[src/hw/rtl/lrx_pkg.sv]
package lrx_pkg;

   // Block geometry and default trig precision
   localparam int SLOTS_PER_BLOCK = 32;
   localparam int TRIG_BITS_DEF   = 16;

   // Packet codes
   localparam logic [7:0]  RET_STRONGEST = 8'h37;
   localparam logic [7:0]  RET_LAST      = 8'h38;
   localparam logic [15:0] FLAG_VALID    = 16'hEEFF;
   localparam logic [15:0] AZ_WRAP       = 16'd36000;  // one turn in 0.01 deg

   // Angle unit: 1/256 of 0.01 degree
   localparam int ANG_W     = 24;
   localparam int TURN_A    = 9216000;
   localparam int HALF_A    = 4608000;
   localparam int QUARTER_A = 2304000;
   localparam int THREEQ_A  = 6912000;

   // CORDIC
   localparam int GAIN_Q30   = 652032874;  // 0.60725293 in Q2.30
   localparam int GAIN_FRAC  = 30;
   localparam int ATAN_LEN   = 24;
   localparam int ATAN_IDX_W = 5;
   localparam int ATAN_W     = 21;
   localparam int Z_W        = 25;

   localparam logic [ATAN_W-1:0] ATAN_TAB [ATAN_LEN] = '{
      21'd1152000, 21'd680065, 21'd359328, 21'd182400,
      21'd91554,   21'd45822,  21'd22916,  21'd11459,
      21'd5730,    21'd2865,   21'd1432,   21'd716,
      21'd358,     21'd179,    21'd90,     21'd45,
      21'd22,      21'd11,     21'd6,      21'd3,
      21'd1,       21'd1,      21'd0,      21'd0
   };

   // Datapath widths
   localparam int R_W       = 22;   // range in 0.1 mm, signed
   localparam int H_W       = 23;   // horizontal range, signed
   localparam int MA_W      = 26;   // multiplier operand A, signed
   localparam int RECIP_W   = 25;   // smallest operand B, signed
   localparam int DIV_N_W   = 25;   // dividend width for the divide by 3
   localparam int DIV_SHIFT = 25;
   localparam int OFF_W     = 24;
   localparam int COORD_W   = 20;
   localparam int COORD_MAX = 524287;
   localparam int COORD_MIN = -524288;

   // floor(n / 3) = (n * RECIP3) >> DIV_SHIFT for n < 2^25
   localparam logic [23:0] RECIP3 = 24'hAAAAAB;

   // Vertical angle per laser, already wrapped into [0, turn)
   localparam logic [ANG_W-1:0] VERT_ANG [16] = '{
      24'd8832000, 24'd25600,   24'd8883200, 24'd76800,
      24'd8934400, 24'd128000,  24'd8985600, 24'd179200,
      24'd9036800, 24'd230400,  24'd9088000, 24'd281600,
      24'd9139200, 24'd332800,  24'd9190400, 24'd384000
   };

   // Range offset per laser in 0.1 mm
   localparam logic signed [7:0] OFFSET_TAB [16] = '{
      8'sd112, -8'sd7,   8'sd97,  -8'sd22,
      8'sd81,  -8'sd37,  8'sd66,  -8'sd51,
      8'sd51,  -8'sd66,  8'sd37,  -8'sd81,
      8'sd22,  -8'sd97,  8'sd7,   -8'sd112
   };

   localparam logic [3:0] RING_TAB [16] = '{
      4'd15, 4'd13, 4'd11, 4'd9, 4'd7, 4'd5, 4'd3, 4'd1,
      4'd14, 4'd12, 4'd10, 4'd8, 4'd6, 4'd4, 4'd2, 4'd0
   };

   typedef struct packed {
      logic [7:0]  return_mode;
      logic [15:0] start_flag;
      logic [15:0] block_azimuth;
      logic [15:0] next_azimuth;
      logic        last_in_packet;
      logic [4:0]  firing_slot;
      logic [15:0] distance;
      logic [7:0]  reflectivity;
   } req_item_type;

   typedef struct packed {
      logic                      status;
      logic signed [COORD_W-1:0] x_pos;
      logic signed [COORD_W-1:0] y_pos;
      logic signed [COORD_W-1:0] z_pos;
      logic [3:0]                ring;
      logic [4:0]                point_slot;
      logic [7:0]                intensity;
      logic                      new_scan;
   } rsp_item_type;

   typedef enum logic [0:0] {
      ADDR_LAST_AZ = 1'b0,
      ADDR_STEP    = 1'b1
   } state_addr_type;

   typedef struct packed {
      logic           rd_en;
      state_addr_type rd_addr;
      logic           wr_en;
      state_addr_type wr_addr;
      logic [15:0]    wr_data;
   } mem_req_type;

   typedef enum logic [3:0] {
      ST_IDLE,
      ST_CHECK,
      ST_RD_STEP,
      ST_STEP,
      ST_OFFS,
      ST_DIV3,
      ST_AZ,
      ST_CORDIC,
      ST_MH,
      ST_HR,
      ST_Z,
      ST_X,
      ST_Y,
      ST_EMIT
   } ctrl_state_type;

endpackage

[src/hw/rtl/lrx_state_mem.sv]
module lrx_state_mem
   import lrx_pkg::*;
(
   input  logic        clock,
   input  logic        reset,
   input  mem_req_type mem_req,
   output logic [15:0] rd_data
);

   logic [15:0] store_mem [2];
   logic [1:0]  entry_valid_ff;
   logic [1:0]  entry_valid_in;
   logic [15:0] rd_word_ff;
   logic        rd_known_ff;
   logic        rd_known_in;

   // entries read as zero until first written
   always_comb begin
      entry_valid_in = entry_valid_ff;
      if (mem_req.wr_en) begin
         entry_valid_in[mem_req.wr_addr] = 1'b1;
      end
      rd_known_in = rd_known_ff;
      if (mem_req.rd_en) begin
         rd_known_in = entry_valid_ff[mem_req.rd_addr];
      end
   end

   always_ff @(posedge clock) begin
      if (reset) begin
         entry_valid_ff <= '0;
      end else begin
         entry_valid_ff <= entry_valid_in;
      end
   end

   always_ff @(posedge clock) begin
      if (mem_req.wr_en) begin
         store_mem[mem_req.wr_addr] <= mem_req.wr_data;
      end
      if (mem_req.rd_en) begin
         rd_word_ff <= store_mem[mem_req.rd_addr];
      end
      rd_known_ff <= rd_known_in;
   end

   assign rd_data = rd_known_ff ? rd_word_ff : '0;

endmodule

[config.mk]
export PLATFORM = sky130hd
export DESIGN_NAME = lrx_state_mem
export DESIGN_NICKNAME = d
export VERILOG_FILES = /design/src/hw/rtl/lrx_pkg.sv /design/src/hw/rtl/lrx_state_mem.sv
export SDC_FILE = /design/constraint.sdc
export NUM_CORES = 1
export LEC_CHECK = 0
export BUFFER_PORTS_ARGS = -buffer_cell sky130_fd_sc_hd__buf_4
export CAP_MARGIN = 20
export CORE_ASPECT_RATIO = 0.75
export CORE_MARGIN = 4
export CORE_UTILIZATION = 35
export DETAILED_ROUTE_END_ITERATION = 10
export PLACE_DENSITY = 0.65
export SYNTH_ARGS = -nofsm -noshare
export SYNTH_HDL_FRONTEND = slang
export SYNTH_SLANG_ARGS = --single-unit
[constraint.sdc]
create_clock -name clock -period 1.4 [get_ports clock]
set_clock_uncertainty 0.15 [all_clocks]
set_input_delay 0.21 -clock clock [delete_from_list [all_inputs] [get_ports clock]]
set_output_delay 0.21 -clock clock [all_outputs]
set_load 0.05 [all_outputs]
==> metrics.yaml, run 1 <==
placement:
  gp_congestion: 0.681
  place_area_sq_um: 2270
  io_buffers: 37
  place_inst: 200
  pre_cts_slack_ns: 0.0460
power:
  p_leak_nw: 1.02
  p_per_area_nw_per_um2: 1150
  peakVddDrop_uv: 594
  power_mw: 3.04
yosys:
  netlist_area_sq_um: 1910
  yosysWarnings: 0
  yosysSeqAreaShare: 0.793
  syn_nets: 114
  avgSynthCellArea_sq_um: 20.7
  ys_types: 12
  synth_cells: 92
  synth-seq-cells: 51
setup_path:
  r2r_start: "store_mem[0][6]"
  r2r_setup_slack_ns: 0.36
  crit_path_end_kind: "output port"
  crit_family: "flip-flops"
  crit_slowest_cell: "edfxtp_1"
  reg2regPathDepth: 1
  crit_type: "register to output port"
  cp_num_buf_inv: 2
  crit_path_cell_trace: "buf_6, and2_4, buf_8"
  worstPathRequired_ns: 1.04
  cpPeakStageDelay_ns: 0.42
  cp_max_fo: 8
  critical_path.startpoint_type: "register"
  timing.rr.end: "rd_word_ff[6]"
  crit_arrival_ns: 1.15
grt:
  grt-ovfl-total: 0
  grt_pass1_wl_mm: 4.55
  grt_pass1_vias: 1011
  grt_use_total: 0.0906
  antenna_found_initial: 0
  grt_max_degree: 18
layout:
  register_area_sq_um: 1510
  areaGrowthSynthToFinish_pct: 38.8
  nets: 176
  n_fill_cell: 432
  drive_gt1_frac: 0.529
  postLayoutCoreUtil: 0.523
  final_cell_area_sq_um: 2650
  diodes: 0
  final_cell_mix: "edfxtp_1, buf_4, dlygate4sd3_1, buf_6, and2_4"
  mostFrequentLayoutCell: "edfxtp_1"
  multi_input_area_sq_um: 403
  final_cells: 227
timing:
  hold_violations: 0
  timing.final.ws_setup_ns: -0.112
  max_freq_mhz: 662
  drv_slew: 0
  fin_crit_sh: 1.08
  rsz0062_at_grt: "yes"
  setup_viol: 16
  period_minus_slack_ns: 1.51
  worstMarginPinSlew_ns: 0.286
  maxSlewHeadroom: 0.809
clocking:
  cts_sinks: 51
  clockBufferDepth: 2
  clock_latency_ns: 0.28
  cts_tree: "built"
  htree_num_levels: 2
  clk_pin_slew_ns: 0.08
  cts_inserted_buffers: 5
  root_buffer: "clkbuf_8"
route:
  drc: 0
  wl_per_cell_um: 13.1
  drtAntennaViolNets: 0
  detailedRoute.firstIterationViolations: 23
  viasPerCell: 4.22
  drtPass1Iterations: 3
  drt_wl_total_mm: 2.98
  vias: 957
flow_run:
  cap_violations: 0
die:
  dieHeight_um: 71.9
  rows: 22
  coreArea_sq_um: 5060
  initial_core_util: 0.376
  die_w_um: 93.2
  io_pins: 38
  die_area_sq_um: 6710
run_status:
  failed_checks: "setup timing"
  outcome: "finished with violations"
hold_path:
  hold_end: "entry_valid_ff[1]"
  min_path_cells: 3
  hp-class: "input pin to register"
  min-delay-start: "mem_req[17]"
[Yosys cell counts]
cell type	number	area, sq um
mux2_4	10	150
dfxtp_1	2	40.0
and2_1	17	106
mux2_2	7	78.8
buf_6	1	11.3
nor2b_1	1	6.26
nor2_1	1	3.75
a21oi_1	1	5.00
clkbuf_1	1	3.75
edfxtp_1	49	1470
buf_12	1	20.0
o21ba_2	1	10.0
[metrics by stage]
step | setup TNS [ns] | hold slack, ns
after global routing | -2.44 | 0.0245
after floorplan | 0 | 0.132
after CTS | -1.79 | 0.0183
after global placement | 0 | 0.231
after detailed placement | 0 | 0.242
final | -1.68 | 0.0338
[final cells by class]
cell class	count	share of cell area
flip-flops and latches	51	0.571
well taps	72	0.0340
multi-input cells	38	0.152
clock inverters	1	0.00189
clock buffers	7	0.0288
repair buffers	58	0.212
[repair_timing]
item / CTS / global route
endpoints found under the hold margin: 33 / 0
setup endpoints to repair: 16 / 16
setup buffers: 2 / 0
gates resized for setup: 34 / 1
hold buffers: 17 / 0
[routing by layer]
| layer | global-route usage | up-vias | wire length, um |
|---|---|---|---|
| met5 | 0 | - | 0 |
| met4 | 0.0244 | 0 | 7 |
| li1 | - | 465 | - |
| met2 | 0.176 | 22 | 1650 |
| met1 | 0.0915 | 468 | 1180 |
| met3 | 0.0321 | 2 | 147 |
[cells by family (layout without fill, tap and decap cells)]
group / count (synthesis) / after routing / share of synthesized area
flops: 51 / 51 / 0.793
simple gates: 19 / 19 / 0.0610
mux: 17 / 17 / 0.120
compound gates: 2 / 2 / 0.00787
buf+inv: 3 / 66 / 0.0184
[power by group]
part | internal (mW) | switching, mW
clock | 0.351 | 0.415
combinational | 0.236 | 0.217
sequential | 1.79 | 0.0289
total | 2.38 | 0.661
[state kept, by name, summed over array words and instances, names as in the netlist]
signal / flops
store_mem: 32
rd_word_ff: 16
rd_known_ff: 1
entry_valid_ff: 2
[how the worst max path moves through the flow]
stage,to,depth (start not counted),from
2_1_floorplan,rd_data[10],2,rd_known_ff
3_3_place_gp,rd_data[5],2,rd_known_ff
3_5_place_dp,rd_data[12],2,rd_known_ff
4_1_cts,rd_data[12],3,rd_known_ff
5_1_grt,rd_data[12],3,rd_known_ff
6_report,rd_data[12],3,rd_known_ff
(Power assumes the default switching activity.)
==> inputs of run 2 (changes only) <==
CORE_MARGIN = unset   (was 4)
CTS_BUF_LIST = sky130_fd_sc_hd__clkbuf_8 sky130_fd_sc_hd__clkbuf_16   (was unset)
==> metrics.yaml, run 2 (synthesized netlist as in run 1, its figures left out) <==
die:
  io_pins: 38  # unchanged
  die_area_sq_um: 5750  # -14%
  rows: 22  # unchanged
  die_w_um: 87.2  # -6.4%
  coreArea_sq_um: 5060  # unchanged
  dieHeight_um: 65.9  # -8.3%
  initial_core_util: 0.376  # unchanged
timing:
  max_freq_mhz: 663  # +0.22%
  hold_ws_ns: 0.0176  # -0.0162 ns
  final.setup.tns_ns: -1.60  # +0.0737 ns
  worstMarginPinSlew_ns: 0.286  # -0.000494 ns
  timing.final.ws_setup_ns: -0.108  # +0.00332 ns
  hold_violations: 0  # unchanged
  setup_viol: 16  # unchanged
  drv_slew: 0  # unchanged
  period_minus_slack_ns: 1.51  # -0.00332 ns
  rsz0062_at_grt: "yes"
  fin_crit_sh: 1.08  # -0.00237
  maxSlewHeadroom: 0.809  # about the same
layout:
  postLayoutCoreUtil: 0.515  # -0.00791
  nets: 176  # unchanged
  diodes: 0  # unchanged
  largest_reg_flops: 32  # unchanged
  n_fill_cell: 430  # -0.46%
  top_regs: "store_mem: 32 flops, rd_word_ff: 16 flops, entry_valid_ff: 2 flops"
  top_register: "store_mem"
  areaGrowthSynthToFinish_pct: 36.7
  final_cell_mix: "edfxtp_1, buf_4, and2_1, dlygate4sd3_1, buf_6"
  mostFrequentLayoutCell: "edfxtp_1"
  drive_gt1_frac: 0.419  # -0.110
  multi_input_area_sq_um: 363  # -9.9%
  register_area_sq_um: 1510  # unchanged
  final_cells: 227  # unchanged
  final_cell_area_sq_um: 2610  # -1.5%
placement:
  pre_cts_slack_ns: 0.0470  # +0.000966 ns
  place_area_sq_um: 2280  # +0.55%
  io_buffers: 37  # unchanged
  place_inst: 200  # unchanged
  gp_congestion: 0.734  # +7.8%
clocking:
  clk_pin_slew_ns: 0.08  # about the same
  cts_tree: "built"
  htree_num_levels: 2  # unchanged
  clockBufferDepth: 2  # unchanged
  root_buffer: "clkbuf_8"
  cts_sinks: 51  # unchanged
  clock_latency_ns: 0.30  # +0.02 ns
  cts_inserted_buffers: 5  # unchanged
hold_path:
  min_path_cells: 3  # unchanged
  hp-class: "input pin to register"
grt:
  grt_pass1_wl_mm: 4.87  # +7.0%
  grt-ovfl-total: 0  # unchanged
  grt-busiest-layer: "met2"
  grtUsageMet1: 0.132  # +0.0401
  grt_pass1_vias: 1000  # -1.1%
  grt_use_total: 0.118  # +0.0274
  grtUsageMet2: 0.210  # +0.0337
  grt_max_degree: 18  # unchanged
  antenna_found_initial: 0  # unchanged
  use_met3: 0.0412  # +0.00907
setup_path:
  crit_arrival_ns: 1.15  # about the same
  critical_path.startpoint_type: "register"
  worstPathRequired_ns: 1.04  # about the same
  crit_path_end_kind: "output port"
  cp_max_fo: 9  # +1
  crit_type: "register to output port"
  reg2regPathDepth: 1  # unchanged
flow_run:
  cap_violations: 0  # unchanged
power:
  switching_share: 0.222  # +0.00479
  power_mw: 3.01  # -1.1%
  p_per_area_nw_per_um2: 1150  # +0.42%
  p_sw_uw: 668  # +1.1%
  power_frac_seq: 0.604  # +0.005
  peakVddDrop_uv: 666  # +12%
  pwr-share-comb: 0.142  # -0.007
  p_int_mw: 2.34  # -1.7%
  clkPwrFrac: 0.253  # about the same
  p_leak_nw: 1.00  # -1.8%
route:
  drt_wl_total_mm: 2.92  # -1.8%
  drtPass1Iterations: 2  # -1
  vias: 947  # -1.0%
  drtAntennaViolNets: 0  # unchanged
  viasPerCell: 4.17  # -1.0%
  wl_per_cell_um: 12.9  # -1.8%
  detailedRoute.firstIterationViolations: 48  # +110%
  drc: 0  # unchanged
run_status:
  failed_checks: "setup timing"
  outcome: "finished with violations"
[run 2: cell types whose count changed in the layout (fill, tap and decap cells not counted), sizes merged]
cell | before | now
inv | 0 | 3
clkbuf | 7 | 5
clkinv | 1 | 0
[run 2: worst paths after layout]
kind                     startpoint                 to  slack (ns)
hold reg to reg   entry_valid_ff[0]  entry_valid_ff[0]        0.34
setup / recovery        rd_known_ff        rd_data[13]       -0.11
setup reg to reg   store_mem[1][13]     rd_word_ff[13]        0.35
hold / removal          mem_req[17]  entry_valid_ff[1]        0.02
[run 2: routing by layer]
layer / wire length [um] / share of wire
met1: 1210 / 0.41
met2: 1570 / 0.54
met3: 116 / 0.040
met4: 29 / 0.0099
met5: 0 / 0
[run 2: final cells by class]
cell class	count	area share
Clock buffer	5	0.0264
Clock inverter	3	0.00432
Multi-Input combinational cell	38	0.139
Sequential cell	51	0.580
Tap cell	72	0.0345
Timing Repair Buffer	58	0.216
[run 2: worst max-delay path, stage by stage, from the launching register on]
cell,delay (ns)
edfxtp_1,0.39
buf_4,0.17
and2_1,0.15
buf_6,0.15
[run 2: power by group through the flow]
stage / clock (mW) / sequential (mW) / combinational [mW]
after CTS: 0.790 / 1.82 / 0.434
after global routing: 0.853 / 1.83 / 0.453
after floorplan: 0 / 1.85 / 0.229
after detailed placement: 0 / 1.86 / 0.358
final: 0.761 / 1.82 / 0.428
after global placement: 0 / 1.85 / 0.349
[run 2: repair_timing]
| action | 4_1_cts | 5_1_grt |
|---|---|---|
| setup buffers | 2 | 0 |
| endpoints found under the hold margin | 33 | 0 |
| hold buffers | 17 | 0 |
| gates resized for setup | 16 | 0 |
| setup endpoints to repair | 16 | 16 |
| pin swaps | 0 | 0 |
