## config.mk

```make
export PLATFORM = sky130hd
export DESIGN_NAME = lrx_cordic
export DESIGN_NICKNAME = d
export VERILOG_FILES = /design/src/hw/rtl/lrx_pkg.sv /design/src/hw/rtl/lrx_cordic.sv
export SDC_FILE = /design/constraint.sdc
export NUM_CORES = 1
export LEC_CHECK = 0
export BUFFER_PORTS_ARGS = -buffer_cell sky130_fd_sc_hd__buf_2
export CAP_MARGIN = 20
export CORE_AREA = 2 2 166 168
export CTS_CLUSTER_DIAMETER = 60
export DETAILED_ROUTE_END_ITERATION = 7
export DIE_AREA = 0 0 168 170
export PLACE_DENSITY = 0.54
export SLEW_MARGIN = 20
export SYNTH_ARGS = -nofsm -noshare
export SYNTH_HDL_FRONTEND = slang
export SYNTH_SLANG_ARGS = --single-unit
```

## constraint.sdc

```tcl
create_clock -name clock -period 5 [get_ports clock]
set_input_delay 0.5 -clock clock [delete_from_list [all_inputs] [get_ports clock]]
set_output_delay 0.5 -clock clock [all_outputs]
set_load 0.05 [all_outputs]
```

## src/hw/rtl/lrx_pkg.sv

```systemverilog
package lrx_pkg;

   // Block geometry and default trig precision
   localparam int SLOTS_PER_BLOCK = 32;
   localparam int TRIG_BITS_DEF   = 16;

   // Packet codes
   localparam logic [7:0]  RET_STRONGEST = 8'h37;
   localparam logic [7:0]  RET_LAST      = 8'h38;
   localparam logic [15:0] FLAG_VALID    = 16'hEEFF;
   localparam logic [15:0] AZ_WRAP       = 16'd36000;  // one turn in 0.01 deg

   // Angle unit: 1/256 of 0.01 degree
   localparam int ANG_W     = 24;
   localparam int TURN_A    = 9216000;
   localparam int HALF_A    = 4608000;
   localparam int QUARTER_A = 2304000;
   localparam int THREEQ_A  = 6912000;

   // CORDIC
   localparam int GAIN_Q30   = 652032874;  // 0.60725293 in Q2.30
   localparam int GAIN_FRAC  = 30;
   localparam int ATAN_LEN   = 24;
   localparam int ATAN_IDX_W = 5;
   localparam int ATAN_W     = 21;
   localparam int Z_W        = 25;

   localparam logic [ATAN_W-1:0] ATAN_TAB [ATAN_LEN] = '{
      21'd1152000, 21'd680065, 21'd359328, 21'd182400,
      21'd91554,   21'd45822,  21'd22916,  21'd11459,
      21'd5730,    21'd2865,   21'd1432,   21'd716,
      21'd358,     21'd179,    21'd90,     21'd45,
      21'd22,      21'd11,     21'd6,      21'd3,
      21'd1,       21'd1,      21'd0,      21'd0
   };

   // Datapath widths
   localparam int R_W       = 22;   // range in 0.1 mm, signed
   localparam int H_W       = 23;   // horizontal range, signed
   localparam int MA_W      = 26;   // multiplier operand A, signed
   localparam int RECIP_W   = 25;   // smallest operand B, signed
   localparam int DIV_N_W   = 25;   // dividend width for the divide by 3
   localparam int DIV_SHIFT = 25;
   localparam int OFF_W     = 24;
   localparam int COORD_W   = 20;
   localparam int COORD_MAX = 524287;
   localparam int COORD_MIN = -524288;

   // floor(n / 3) = (n * RECIP3) >> DIV_SHIFT for n < 2^25
   localparam logic [23:0] RECIP3 = 24'hAAAAAB;

   // Vertical angle per laser, already wrapped into [0, turn)
   localparam logic [ANG_W-1:0] VERT_ANG [16] = '{
      24'd8832000, 24'd25600,   24'd8883200, 24'd76800,
      24'd8934400, 24'd128000,  24'd8985600, 24'd179200,
      24'd9036800, 24'd230400,  24'd9088000, 24'd281600,
      24'd9139200, 24'd332800,  24'd9190400, 24'd384000
   };

   // Range offset per laser in 0.1 mm
   localparam logic signed [7:0] OFFSET_TAB [16] = '{
      8'sd112, -8'sd7,   8'sd97,  -8'sd22,
      8'sd81,  -8'sd37,  8'sd66,  -8'sd51,
      8'sd51,  -8'sd66,  8'sd37,  -8'sd81,
      8'sd22,  -8'sd97,  8'sd7,   -8'sd112
   };

   localparam logic [3:0] RING_TAB [16] = '{
      4'd15, 4'd13, 4'd11, 4'd9, 4'd7, 4'd5, 4'd3, 4'd1,
      4'd14, 4'd12, 4'd10, 4'd8, 4'd6, 4'd4, 4'd2, 4'd0
   };

   typedef struct packed {
      logic [7:0]  return_mode;
      logic [15:0] start_flag;
      logic [15:0] block_azimuth;
      logic [15:0] next_azimuth;
      logic        last_in_packet;
      logic [4:0]  firing_slot;
      logic [15:0] distance;
      logic [7:0]  reflectivity;
   } req_item_type;

   typedef struct packed {
      logic                      status;
      logic signed [COORD_W-1:0] x_pos;
      logic signed [COORD_W-1:0] y_pos;
      logic signed [COORD_W-1:0] z_pos;
      logic [3:0]                ring;
      logic [4:0]                point_slot;
      logic [7:0]                intensity;
      logic                      new_scan;
   } rsp_item_type;

   typedef enum logic [0:0] {
      ADDR_LAST_AZ = 1'b0,
      ADDR_STEP    = 1'b1
   } state_addr_type;

   typedef struct packed {
      logic           rd_en;
      state_addr_type rd_addr;
      logic           wr_en;
      state_addr_type wr_addr;
      logic [15:0]    wr_data;
   } mem_req_type;

   typedef enum logic [3:0] {
      ST_IDLE,
      ST_CHECK,
      ST_RD_STEP,
      ST_STEP,
      ST_OFFS,
      ST_DIV3,
      ST_AZ,
      ST_CORDIC,
      ST_MH,
      ST_HR,
      ST_Z,
      ST_X,
      ST_Y,
      ST_EMIT
   } ctrl_state_type;

endpackage

```

## src/hw/rtl/lrx_cordic.sv

```systemverilog
module lrx_cordic
   import lrx_pkg::*;
#(
   parameter int TRIG_BITS = TRIG_BITS_DEF
)(
   input  logic                        clock,
   input  logic                        reset,
   input  logic                        start,
   input  logic [ANG_W-1:0]            angle,
   output logic                        done,
   output logic signed [TRIG_BITS+1:0] sin_out,
   output logic signed [TRIG_BITS+1:0] cos_out
);

   localparam int XY_W  = TRIG_BITS + 2;
   localparam int ITERS = (TRIG_BITS < ATAN_LEN) ? TRIG_BITS : ATAN_LEN;
   localparam int X0_SH = GAIN_FRAC - (TRIG_BITS - 1);
   localparam longint X0_L = (longint'(GAIN_Q30) + (longint'(1) << (X0_SH - 1))) >> X0_SH;
   localparam logic signed [XY_W-1:0] X0 = XY_W'(X0_L);
   localparam logic [ATAN_IDX_W-1:0] LAST_ITER = ATAN_IDX_W'(ITERS - 1);

   logic signed [XY_W-1:0] x_ff, x_in, y_ff, y_in;
   logic signed [Z_W-1:0]  z_ff, z_in;
   logic                   neg_ff, neg_in;
   logic [ATAN_IDX_W-1:0]  iter_ff, iter_in;
   logic                   busy_ff, busy_in;
   logic                   done_ff, done_in;

   logic signed [Z_W-1:0]  ang_s;
   logic signed [Z_W-1:0]  atan_z;
   logic signed [XY_W-1:0] x_sh, y_sh;

   always_comb begin
      ang_s  = {1'b0, angle};
      atan_z = {{(Z_W - ATAN_W){1'b0}}, ATAN_TAB[iter_ff]};
      x_sh   = x_ff >>> iter_ff;
      y_sh   = y_ff >>> iter_ff;

      x_in    = x_ff;
      y_in    = y_ff;
      z_in    = z_ff;
      neg_in  = neg_ff;
      iter_in = iter_ff;
      busy_in = busy_ff;
      done_in = busy_ff && (iter_ff == LAST_ITER);

      if (start) begin
         // fold into [-90, 90] degrees; the back half negates both outputs
         x_in    = X0;
         y_in    = '0;
         iter_in = '0;
         busy_in = 1'b1;
         if (angle >= ANG_W'(THREEQ_A)) begin
            z_in   = ang_s - Z_W'(TURN_A);
            neg_in = 1'b0;
         end else if (angle > ANG_W'(QUARTER_A)) begin
            z_in   = ang_s - Z_W'(HALF_A);
            neg_in = 1'b1;
         end else begin
            z_in   = ang_s;
            neg_in = 1'b0;
         end
      end else if (busy_ff) begin
         if (!z_ff[Z_W-1]) begin
            x_in = x_ff - y_sh;
            y_in = y_ff + x_sh;
            z_in = z_ff - atan_z;
         end else begin
            x_in = x_ff + y_sh;
            y_in = y_ff - x_sh;
            z_in = z_ff + atan_z;
         end
         if (iter_ff == LAST_ITER) begin
            busy_in = 1'b0;
         end else begin
            iter_in = iter_ff + 1'b1;
         end
      end
   end

   always_ff @(posedge clock) begin
      if (reset) begin
         busy_ff <= 1'b0;
         done_ff <= 1'b0;
         iter_ff <= '0;
      end else begin
         busy_ff <= busy_in;
         done_ff <= done_in;
         iter_ff <= iter_in;
      end
   end

   always_ff @(posedge clock) begin
      x_ff   <= x_in;
      y_ff   <= y_in;
      z_ff   <= z_in;
      neg_ff <= neg_in;
   end

   assign done    = done_ff;
   assign cos_out = neg_ff ? -x_ff : x_ff;
   assign sin_out = neg_ff ? -y_ff : y_ff;

endmodule

```

==> results of run 1 <==
==> area by class of cell <==
class,instances,area (µm²)
tap,341,427
inverter,43,164
multi-input combinational,1059,7910
clock buffer,9,225
sequential,69,1650
timing repair buffer,185,1270
clock inverter,7,90.1
fill,2726,14900
==> cell families after synthesis <==
family | after synthesis | synth area share, %
AOI/OAI and AO/OA | 361 | 23.4
xor gates and xnor gates | 142 | 12.4
adders and majority gates | 82 | 10.5
buffers and inverters | 137 | 5.69
DFF | 69 | 16.4
muxes | 91 | 13.8
and+or+nand+nor | 383 | 17.9
==> metal layers <==
metal	share of wire (%)	GRT usage [%]
met5	0.041	0
met4	2.6	7.49
met3	5.5	3.07
met2	48	38.6
met1	44	28.6
==> layout by cell type, fill, tap and decap left out, types with 7 or more instances in the layout <==
cell type,synthesis,final
o31ai_1,18,16
nor2_1,135,135
ha_1,79,79
o21ai_0,73,69
a21o_1,26,26
mux2_2,13,13
a31oi_1,24,22
nor3_1,28,26
nand3_1,17,17
mux4_2,36,36
xor2_1,42,41
a21oi_1,95,95
a211oi_1,16,13
or3_1,10,10
a41oi_1,7,7
and2_1,7,7
or2_2,8,8
buf_4,2,119
buf_2,12,63
nor2b_1,9,8
mux2i_1,39,37
edfxtp_1,26,26
xnor2_1,100,100
o21bai_1,13,13
inv_1,40,40
nand2_1,111,111
o21a_1,9,9
clkbuf_16,0,9
dfxtp_1,43,39
nand2b_1,10,10
o211ai_1,12,12
==> flip-flops by register name, indices dropped and copies added, names as in the netlist <==
| name | count |
|---|---|
| iter_ff | 5 |
| y_ff | 18 |
| done | 1 |
| z_ff | 25 |
| busy_ff | 1 |
| x_ff | 18 |
| neg_ff | 1 |
==> critical path, cell delays in order, from the launching register on <==
cell     delay (ns)
dfxtp_4        0.42
buf_12         0.18
mux4_2         0.55
mux2i_1        0.25
a21oi_1        0.13
or4_4          0.45
or4_4          0.44
buf_4          0.16
nor2_1         0.13
a21oi_1        0.10
xor2_1         0.14
o21ai_0        0.15
ha_1           0.25
o21ai_1        0.11
o21ai_0        0.27
a41oi_1        0.18
and2_1         0.18
mux2_4         0.26
mux2_4         0.29
==> metrics by stage <==
stage                     TNS [ns]  hold slack, ns  cells  cell area, µm²
after floorplan                  0           0.528   1265           10000
after global placement           0           0.569   1693           11300
after detailed placement   -0.0106           0.572   1693           11300
after CTS                        0           0.387   1709           11600
after global routing       -0.0161           0.417   1713           11700
final                            0           0.402   1713           11700
==> how the worst min path moves through the flow <==
| stage | to | cells past startpoint |
|---|---|---|
| 3_3_place_gp | y_ff[0]$_SDFFE_PP0P_ | 2 |
| 4_1_cts | iter_ff[1]$_SDFFE_PP0P_ | 2 |
| 2_1_floorplan | y_ff[0]$_SDFFE_PP0P_ | 2 |
| 6_report | iter_ff[1]$_SDFFE_PP0P_ | 2 |
| 3_5_place_dp | y_ff[0]$_SDFFE_PP0P_ | 2 |
| 5_1_grt | iter_ff[1]$_SDFFE_PP0P_ | 2 |
==> report_power, final <==
group / switching, W / internal, W / total, W
clock network: 0.000287 / 0.000435 / 0.000722
registers: 0.000214 / 0.000800 / 0.00101
logic: 0.00322 / 0.00242 / 0.00564
==> timing repair <==
item / 4_1_cts / 5_1_grt
setup endpoints to repair: 1 / 13
gates resized for setup: 1 / 22
endpoints found under the hold margin: 0 / 0
pin swaps: 0 / 1
setup buffers: 0 / 4
==> qor.log, run 1 <==
[power] Leak Pwr 4.87 nW
[routing] number of remaining DRC errors 0
[setup_path] crit end category register
[run_status] result of the run finished clean
[clocking] buffer depth of the longest clock path 2
[synthesis] Synth Area per Inst 7.93 µm²
[die] Die H 170 µm
[timing] final slew viol count 0
[global_routing] antenna violations before repair 1
[clocking] clock tree root buffer cell clkbuf_16
[synthesis] number of storage elements in the synthesis netlist 69
[timing] slew at the pin with the worst max-slew slack 0.962 ns
[synthesis] top cells by area, synth ha_1 9.9%, xnor2_1 8.7%, dfxtp_1 8.6%, mux4_2 8.1%, edfxtp_1 7.8%
[synthesis] number of synthesized flops with an enable pin 26
[synthesis] syn nets 1374
[place] PortBufs 63
[timing] fin crit share 95.1%
[min_path] type of the tightest min-delay check in -> reg
[clocking] CTS tree built
[flow_run] Max-Cap Viols 0
[place] post-detail-place hpwl 24600 µm
[synthesis] most frequent cell after synthesis nor2_1
[routing] number of vias in the routed layout 9926
[global_routing] global-route wire length before repair 50600 µm
[timing] number of setup violations in the final report 0
[synthesis] Cell variety after synth 85
[synthesis] synthesized netlist cell count 1265
[clocking] clk slew on worst S/H paths 0.07 ns
[synthesis] Synth area leader ha_1
[global_routing] Remaining Overflow, GRT 0
[setup_path] startpoint class of the critical path register
[timing] worst-case setup margin in the final layout 0.246 ns
[routing] total iterations of the first detailed-routing run 6
[clocking] count of H-tree levels built during CTS 3
[setup_path] startpoint of the lowest-slack register-to-register path iter_ff[1]$_SDFFE_PP0P_
[global_routing] number of global-route vias before repair 9208
[synthesis] summed instance area of the synthesized netlist 10000 µm²
[setup_path] worst path arrival time 4.99 ns
[timing] relative slew slack 35.5%
[timing] clk_skew 0.00969 ns
[setup_path] worst setup path endpoint y_ff[17]$_SDFFE_PP0P_
[global_routing] largest net degree at the start of global routing 87
[cells_and_area] nets 1476
[min_path] hold path startpoint reset
[power] Max rail drop VDD 0.340 mV
[synthesis] part of the Yosys area used for sequential elements 16.4%
[synthesis] Synth top area share 9.86%
[timing] final hold violation count 0
[setup_path] R2R setup slack 0.25 ns
[die] die width 168 µm
[power] ratio of total power to cell area 629 nW/µm²
[setup_path] endpoint required time on the critical path 5.24 ns
[synthesis] Post-synth top cells 135 x nor2_1, 111 x nand2_1, 100 x xnor2_1, 95 x a21oi_1, 79 x ha_1
[setup_path] category of the most critical setup path reg -> reg
[cells_and_area] Core Util, Final 44.0%
[cells_and_area] share of cells above drive strength 1 21.3%
[die] core area 26700 µm²
[clocking] clock latency at the later pin of the worst-skew pair 0.36 ns
[die] Row Count 60
[setup_path] critical path startpoint iter_ff[1]$_SDFFE_PP0P_
[place] gpl congestion 0.947
[clocking] number of clock buffers inserted by TritonCTS 9
[routing] number of routed nets with antenna violations 0
[routing] Detailed Route WL 32000 µm
[synthesis] post-synthesis async set-or-reset flop share 0%
[die] top-level I/O count 64
[timing] final critical delay including setup and external delays 4.75 ns
[setup_path] worst r2r dst y_ff[17]$_SDFFE_PP0P_
[timing] achievable clock frequency 0.210 GHz
[cells_and_area] area grow syn2layout 17.0%
[global_routing] Total GRT Usage 22.3%
[synthesis] most used flip-flop cell after synthesis dfxtp_1
[cells_and_area] number of antenna diodes 0
[clocking] number of sinks handled by clock tree synthesis 69
[setup_path] maximum fanout count along the critical path 17
[routing] Vias/cell 5.79
[die] die area 28600 µm²
[routing] average wire per cell in the routed design 18.7 µm
[die] Starting Density 37.6%
[setup_path] reg2reg path depth 18
[power] total power after layout 0.00738 W
[place] dpl ws -0.0106 ns
[synthesis] number of warnings reported in the yosys synthesis log 0
[routing] number of DRC violations after detailed-routing iteration 0 811
[clocking] hold_buf cts 0
Power figures use the tool's default switching activity.
==> run 2, diff against run 1 <==
Settings changed: CORE_AREA 2 2 166 168 to 2 2 189 191, DIE_AREA 0 0 168 170 to 0 0 191 193, PLACE_DENSITY 0.54 to 0.43.
==> run 2 against run 1 <==
The run now ends with DRC left. Count of clock-buffer cells in the layout unchanged. Combinational power grew 6.2%. Sequential cell count stayed put. Maximum frequency is 1.1% higher. Core utilization shrank 8.9 points. Wire length grew 11%. Global-route usage decreased by 2.7 points.
==> qor.log, run 2 (synthesis results as in run 1) <==
[die] die width 191 µm [+14%]
[power] Leak Pwr 5.10 nW [+4.9%]
[flow_run] Max-Cap Viols 0 [unchanged]
[global_routing] global-route wire length before repair 55600 µm [+10%]
[clocking] count of H-tree levels built during CTS 3 [unchanged]
[power] switching part of the total 50.7% [+0.28 points]
[min_path] hold path startpoint reset
[clocking] buffer depth of the longest clock path 2 [unchanged]
[power] Max rail drop VDD 0.392 mV [+16%]
[cells_and_area] Seq. cell area 1650 µm² [unchanged]
[setup_path] maximum fanout count along the critical path 24 [+7]
[place] PortBufs 63 [unchanged]
[clocking] CTS tree built
[timing] final hold violation count 0 [unchanged]
[die] core area 35000 µm² [+31%]
[place] dpl cells 1864 [+10%]
[min_path] Worst Hold Path EP busy_ff$_SDFF_PP0_
[die] die area 36900 µm² [+29%]
[timing] fin crit share 94.1% [-1.0 points]
[run_status] result of the run complete, but fails checks
[cells_and_area] Core Util, Final 35.1% [-8.9 points]
[setup_path] endpoint required time on the critical path 5.08 ns [-0.16 ns]
[cells_and_area] Fill cells 3732 [+37%]
[timing] final slew viol count 0 [unchanged]
[clocking] clock latency at the later pin of the worst-skew pair 0.37 ns [about the same]
[power] Internal Dissipation 0.00375 W [+2.5%]
[cells_and_area] multi-input logic area 7940 µm² [+0.40%]
[setup_path] R2R setup slack 0.30 ns [+0.05 ns]
[global_routing] antenna violations before repair 1 [unchanged]
[setup_path] category of the most critical setup path reg -> reg
[min_path] cell count of the worst hold path 2 [unchanged]
[min_path] type of the tightest min-delay check in -> reg
[power] Clock Power Share 8.2% [-1.6 points]
[run_status] violations in the final reports DRC
[die] top-level I/O count 64 [unchanged]
[power] ratio of total power to cell area 619 nW/µm² [-1.6%]
[cells_and_area] Final Non-Filler Cells 1884 [+10%]
[cells_and_area] number of flip-flops under the largest register name 25 [unchanged]
[global_routing] Remaining Overflow, GRT 0 [unchanged]
[setup_path] longest individual stage delay on the worst path 0.43 ns [-0.12 ns]
[power] net switching component of the power 0.00386 W [+3.6%]
[routing] number of remaining DRC errors 9 [+9]
[routing] total iterations of the first detailed-routing run 8 [+2]
[clocking] number of sinks handled by clock tree synthesis 69 [unchanged]
[setup_path] startpoint class of the critical path register
[cells_and_area] number of antenna diodes 0 [unchanged]
[power] sequential cell fraction of total power 13.1% [-0.6 points]
[timing] total negative slack 0 ns [unchanged]
[timing] clk_skew 0.00856 ns [-0.00113 ns]
[clocking] clock tree root buffer cell clkbuf_16
[die] Row Count 69 [+15%]
[routing] number of routed nets with antenna violations 0 [unchanged]
[cells_and_area] register name with the most flops z_ff
[cells_and_area] largest registers in the final layout z_ff (25), x_ff (18), y_ff (18)
[global_routing] number of global-route vias before repair 9767 [+6.1%]
[global_routing] largest net degree at the start of global routing 48 [-45%]
[clocking] number of clock buffers inserted by TritonCTS 9 [unchanged]
[timing] relative slew slack 35.0% [-0.43 points]
[timing] slew at the pin with the worst max-slew slack 0.968 ns [+0.00643 ns]
[setup_path] sequence of cells on the critical path buf_12 > inv_1 > ha_1 > xnor2_1 > mux2i_1 > o21ai_1 > and3_1 > o2111a_1 > a21oi_1 > xnor2_1 > ha_1 > and2_1 > o21ai_0 > o311ai_0 > buf_4 > a2111oi_1 > o21bai_1 > a221oi_2 > xor2_1 > o21ai_0
[power] total power after layout 0.00761 W [+3.1%]
[die] Starting Density 28.7% [-8.9 points]
[routing] Detailed Route WL 35500 µm [+11%]
[cells_and_area] most frequent cells in the layout 167 x buf_4, 135 x nor2_1, 111 x nand2_1, 100 x xnor2_1, 91 x a21oi_1
[setup_path] crit end category register
[timing] final critical delay including setup and external delays 4.70 ns [-0.0513 ns]
[global_routing] Total GRT Usage 19.6% [-2.7 points]
[cells_and_area] share of cells above drive strength 1 24.5% [+3.2 points]
[timing] achievable clock frequency 0.213 GHz [+1.1%]
[routing] number of DRC violations after detailed-routing iteration 0 678 [-16%]
[routing] average wire per cell in the routed design 18.8 µm [+0.84%]
[cells_and_area] nets 1527 [+3.5%]
[setup_path] worst path arrival time 4.79 ns [-0.20 ns]
[setup_path] highest-delay cell along the critical path dfxtp_4
[cells_and_area] most frequent standard cell in the layout excluding fill and tap cells buf_4
[routing] Vias/cell 5.33 [-8.0%]
[routing] number of vias in the routed layout 10000 [+1.2%]
[setup_path] reg2reg path depth 20 [+2]
[place] post-detail-place hpwl 27900 µm [+13%]
[die] Die H 193 µm [+14%]
[cells_and_area] area grow syn2layout 22.5%
[power] proportion of power drawn by combinational gates 78.7% [+2.2 points]
[setup_path] startpoint of the lowest-slack register-to-register path iter_ff[0]$_SDFFE_PP0P_
[clocking] clk slew on worst S/H paths 0.06 ns [about the same]
[timing] number of setup violations in the final report 0 [unchanged]
[setup_path] worst r2r dst z_ff[17]$_DFFE_PP_
[place] gpl congestion 0.920 [-2.9%]
==> run 2: cell types whose count changed in the layout (fill, tap and decap cells not counted), moves of 2 or more <==
cell / previous run / this run
a21oi_1: 95 / 91
mux2i_1: 37 / 35
buf_4: 119 / 167
a21oi_2: 0 / 4
bufinv_16: 2 / 0
buf_12: 3 / 6
clkinv_2: 2 / 4
==> run 2: worst max-delay path by stage <==
stage	from	to	slack (ns)
final	iter_ff[0]$_SDFFE_PP0P_	z_ff[17]$_DFFE_PP_	0.30
after global routing	iter_ff[0]$_SDFFE_PP0P_	x_ff[16]$_SDFFE_PP0P_	-0.05
after CTS	iter_ff[0]$_SDFFE_PP0P_	x_ff[17]$_SDFFE_PP0P_	0.02
after detailed placement	iter_ff[1]$_SDFFE_PP0P_	x_ff[17]$_SDFFE_PP0P_	-0.008
after global placement	iter_ff[1]$_SDFFE_PP0P_	x_ff[17]$_SDFFE_PP0P_	-0.01
after floorplan	iter_ff[1]$_SDFFE_PP0P_	z_ff[23]$_DFFE_PP_	0.03
==> run 2: what timing repair did <==
action,4_1_cts,5_1_grt
pin swaps,0,3
hold buffers,0,0
endpoints found under the setup margin,2,14
buffers inserted,0,4
gates resized for setup,2,28
==> run 2: per-layer routing <==
metal | vias to the layer above | global-route usage, % | wire (µm)
met5 | - | 0 | 0
met1 | 4838 | 25.2 | 16200
li1 | 4943 | - | -
met3 | 40 | 2.28 | 1350
met2 | 222 | 34.1 | 17100
met4 | 0 | 6.47 | 812
==> run 2: layout make-up <==
cell class	instances	area share [%]
Clock buffer	9	1.83
Clock inverter	7	0.346
Inverter	43	1.32
Multi-Input combinational cell	1059	64.6
Sequential cell	69	13.5
Tap cell	461	4.69
Timing Repair Buffer	236	13.7
==> run 2: stage by stage <==
stage | worst slack [ns] | cell area, µm² | hold WS [ns]
finish | 0.297 | 12300 | 0.398
global route | -0.0455 | 12300 | 0.415
CTS | 0.0231 | 12200 | 0.384
detailed placement | -0.00838 | 11900 | 0.600
global placement | -0.0128 | 11900 | 0.593
floorplan | 0.0344 | 10000 | 0.528
==> run 2: critical path, delay by kind of cell (launching register included) <==
kind | cells | cell delay [ns]
simple gates | 2 | 0.37
mux | 1 | 0.09
fa+ha+maj | 2 | 0.61
compound gates | 9 | 1.87
buf+inv | 3 | 0.45
flops | 1 | 0.43
xor+xnor | 3 | 0.57
==> run 2: power by group through the flow <==
| stage | logic, W | registers (W) | clock network [W] |
|---|---|---|---|
| after floorplan | 0.00421 | 0.000916 | 0 |
| after global placement | 0.00586 | 0.00101 | 0 |
| after detailed placement | 0.00586 | 0.00101 | 0 |
| after CTS | 0.00591 | 0.00100 | 0.000648 |
| after global routing | 0.00661 | 0.00102 | 0.000661 |
| final | 0.00599 | 0.000998 | 0.000620 |
==> run 3, diff against run 2 <==
Settings changed: GPL_TIMING_DRIVEN set to 0.
==> run 3 against run 2 <==
The flow now finishes without violations. Clock power grew 16%. Count of clock-buffer cells in the layout is 1 higher. Critical path depth fell by 1. Core utilization shrank 0.16 points. Sequential cell count stayed put. Non-clock buffer count fell by 51. Combinational power is 2% lower. Maximum frequency fell by 2.6%. Die area stayed put. Critical endpoint is now y_ff[17]$_SDFFE_PP0P_. Largest cell class unchanged.
==> qor.log, run 3 (synthesis results as in run 1) <==
[run_status] result of the run finished clean
[routing] average wire per cell in the routed design 23.2 µm [+23%]
[timing] relative slew slack 35.1% [+0.099 points]
[timing] fin crit share 96.6% [+2.5 points]
[setup_path] endpoint required time on the critical path 5.27 ns [+0.19 ns]
[timing] unrepaired setup endpoints after global routing true
[setup_path] maximum fanout count along the critical path 10 [-58%]
[cells_and_area] area grow syn2layout 22.0%
[setup_path] highest-delay cell along the critical path mux4_2
[routing] number of routed nets with antenna violations 0 [unchanged]
[global_routing] Total GRT Usage 23.4% [+3.7 points]
[setup_path] sequence of cells on the critical path buf_8 > buf_12 > mux4_2 > mux2i_4 > a21oi_1 > or4_4 > or4_4 > o21ai_2 > xnor2_1 > ha_1 > a21oi_1 > o21bai_1 > a21o_1 > a211oi_2 > o21ai_2 > a41oi_2 > nor2_1 > mux2_4 > mux2_4
[clocking] number of sinks handled by clock tree synthesis 69 [unchanged]
[routing] number of vias in the routed layout 10200 [+1.9%]
[cells_and_area] most frequent standard cell in the layout excluding fill and tap cells nor2_1
[power] ratio of total power to cell area 622 nW/µm² [+0.51%]
[power] Max rail drop VDD 0.434 mV [+11%]
[cells_and_area] final std cell area, no fill 12200 µm² [-0.45%]
[setup_path] category of the most critical setup path reg -> reg
[die] Row Count 69 [unchanged]
[timing] achievable clock frequency 0.207 GHz [-2.6%]
[global_routing] Remaining Overflow, GRT 0 [unchanged]
[clocking] hold_buf cts 0 [unchanged]
[timing] number of setup violations in the final report 0 [unchanged]
[timing] hold_ws 0.411 ns [+0.0131 ns]
[flow_run] Max-Cap Viols 0 [unchanged]
[clocking] number of clock buffers inserted by TritonCTS 9 [unchanged]
[clocking] clock latency at the later pin of the worst-skew pair 0.38 ns [about the same]
[cells_and_area] register name with the most flops z_ff
[cells_and_area] nets 1476 [-3.3%]
[timing] slew at the pin with the worst max-slew slack 0.973 ns [+0.00449 ns]
[cells_and_area] number of antenna diodes 0 [unchanged]
[cells_and_area] Fill cells 3708 [-0.64%]
[cells_and_area] Seq. cell area 1650 µm² [-0.23%]
[setup_path] Buf+Inv Stages, Crit Path 2 [-1]
[timing] final hold violation count 0 [unchanged]
[routing] Vias/cell 5.58 [+4.7%]
[clocking] buffer depth of the longest clock path 2 [unchanged]
[clocking] CTS tree built
[cells_and_area] Core Util, Final 35.0% [-0.16 points]
[place] post-detail-place hpwl 32200 µm [+16%]
[die] top-level I/O count 64 [unchanged]
[timing] final slew viol count 0 [unchanged]
[global_routing] number of global-route vias before repair 9959 [+2.0%]
[global_routing] global-route wire length before repair 63700 µm [+14%]
[place] Cell Area, Placed 10900 µm² [-8.0%]
[cells_and_area] largest registers in the final layout z_ff (25), x_ff (18), y_ff (18)
[global_routing] largest net degree at the start of global routing 26 [-46%]
[setup_path] longest individual stage delay on the worst path 0.59 ns [+0.16 ns]
[clocking] clk slew on worst S/H paths 0.07 ns [about the same]
[power] Leak Pwr 4.81 nW [-5.6%]
[die] die area 36900 µm² [unchanged]
[clocking] count of H-tree levels built during CTS 3 [unchanged]
[setup_path] gate family responsible for the most delay along the worst path multiplexers
[place] PortBufs 59 [-6.3%]
[cells_and_area] multi-input logic area 8320 µm² [+4.8%]
[min_path] type of the tightest min-delay check in -> reg
[routing] Detailed Route WL 42400 µm [+20%]
[setup_path] startpoint class of the critical path register
[global_routing] antenna violations before repair 0 [-1]
[setup_path] worst path arrival time 5.10 ns [+0.31 ns]
[setup_path] crit end category register
[clocking] clock tree root buffer cell clkbuf_16
[timing] final critical delay including setup and external delays 4.83 ns [+0.126 ns]
[die] Starting Density 28.7% [unchanged]
[cells_and_area] most frequent cells in the layout 130 x nor2_1, 109 x nand2_1, 99 x xnor2_1, 88 x a21oi_1, 72 x ha_1
[place] gpl congestion 0.989 [+7.5%]
[cells_and_area] share of cells above drive strength 1 22.1% [-2.4 points]
[die] core area 35000 µm² [unchanged]
[die] Die H 193 µm [unchanged]
[routing] number of remaining DRC errors 0 [-9]
[cells_and_area] number of flip-flops under the largest register name 25 [unchanged]
[routing] number of DRC violations after detailed-routing iteration 0 669 [-1.3%]
[die] die width 191 µm [unchanged]
[routing] total iterations of the first detailed-routing run 6 [-2]
[timing] clk_skew 0.0159 ns [+0.00736 ns]
run 3: changes by cell type in the layout (fill, tap and decap cells not counted), moves of 5 or more:
cell	previous run	this run
o21ai_2	2	7
ha_1	79	72
nor2_1	135	130
buf_6	0	9
clkbuf_2	0	18
ha_2	0	5
buf_1	0	8
o21ai_0	68	59
buf_4	167	40
clkbuf_1	0	37
run 3: final timing paths:
path | startpoint | depth (start not counted) | slack [ns] | endpoint
hold / removal | reset | 2 | 0.41 | done$_SDFF_PP0_
hold reg to reg | y_ff[0]$_SDFFE_PP0P_ | 2 | 0.60 | y_ff[0]$_SDFFE_PP0P_
setup / recovery | iter_ff[1]$_SDFFE_PP0P_ | 19 | 0.17 | y_ff[17]$_SDFFE_PP0P_
setup reg to reg | iter_ff[1]$_SDFFE_PP0P_ | 19 | 0.17 | y_ff[17]$_SDFFE_PP0P_
run 3: per-stage QoR:
| step | worst slack [ns] | TNS, ns | std cells | power (W) |
|---|---|---|---|---|
| 3_3_place_gp | -1.69 | -37.15 | 1785 | 0.00636 |
| 5_1_grt | -0.00456 | -0.00909 | 1833 | 0.00824 |
| 3_5_place_dp | -1.51 | -32.76 | 1785 | 0.00637 |
| 6_report | 0.172 | 0 | 1833 | 0.00761 |
| 4_1_cts | 0.00126 | 0 | 1814 | 0.00737 |
| 2_1_floorplan | 0.0344 | 0 | 1265 | 0.00513 |
run 3: per-layer routing:
| layer | track usage [%] | wire length (µm) |
|---|---|---|
| met1 | 30.2 | 18700 |
| met2 | 39.6 | 20400 |
| met3 | 3.31 | 2230 |
| met4 | 8.65 | 1170 |
| met5 | 0 | 0 |
run 3: power by group:
group	total [W]	switching (W)	internal, W	leakage, nW
sequential	0.00101	0.000207	0.000799	0.618
combinational	0.00589	0.00352	0.00237	4.05
clock	0.000717	0.000285	0.000432	0.151
total	0.00761	0.00401	0.00360	4.81
run 3: worst register-to-register path, cell delays in order, from the launching register on:
cell,delay [ns]
dfxtp_4,0.39
buf_8,0.13
buf_12,0.15
mux4_2,0.60
mux2i_4,0.26
a21oi_1,0.15
or4_4,0.44
or4_4,0.49
o21ai_2,0.15
xnor2_1,0.09
ha_1,0.21
a21oi_1,0.15
o21bai_1,0.07
a21o_1,0.22
a211oi_2,0.25
o21ai_2,0.12
a41oi_2,0.25
nor2_1,0.06
mux2_4,0.28
mux2_4,0.29
run 3: what timing repair did:
item	4_1_cts	5_1_grt
endpoints found under the setup margin	43	16
resized for setup	121	96
pin swaps	15	14
endpoints found under the hold margin	0	0
buffers inserted	15	20
run 3: area by class of cell:
type	instances	area share (%)
Clock inverter	6	0.634
Clock buffer	10	1.87
Multi-Input combinational cell	1059	68.0
Buffer	91	5.25
Tap cell	461	4.71
Timing Repair Buffer	94	4.59
Sequential cell	69	13.5
Inverter	43	1.45
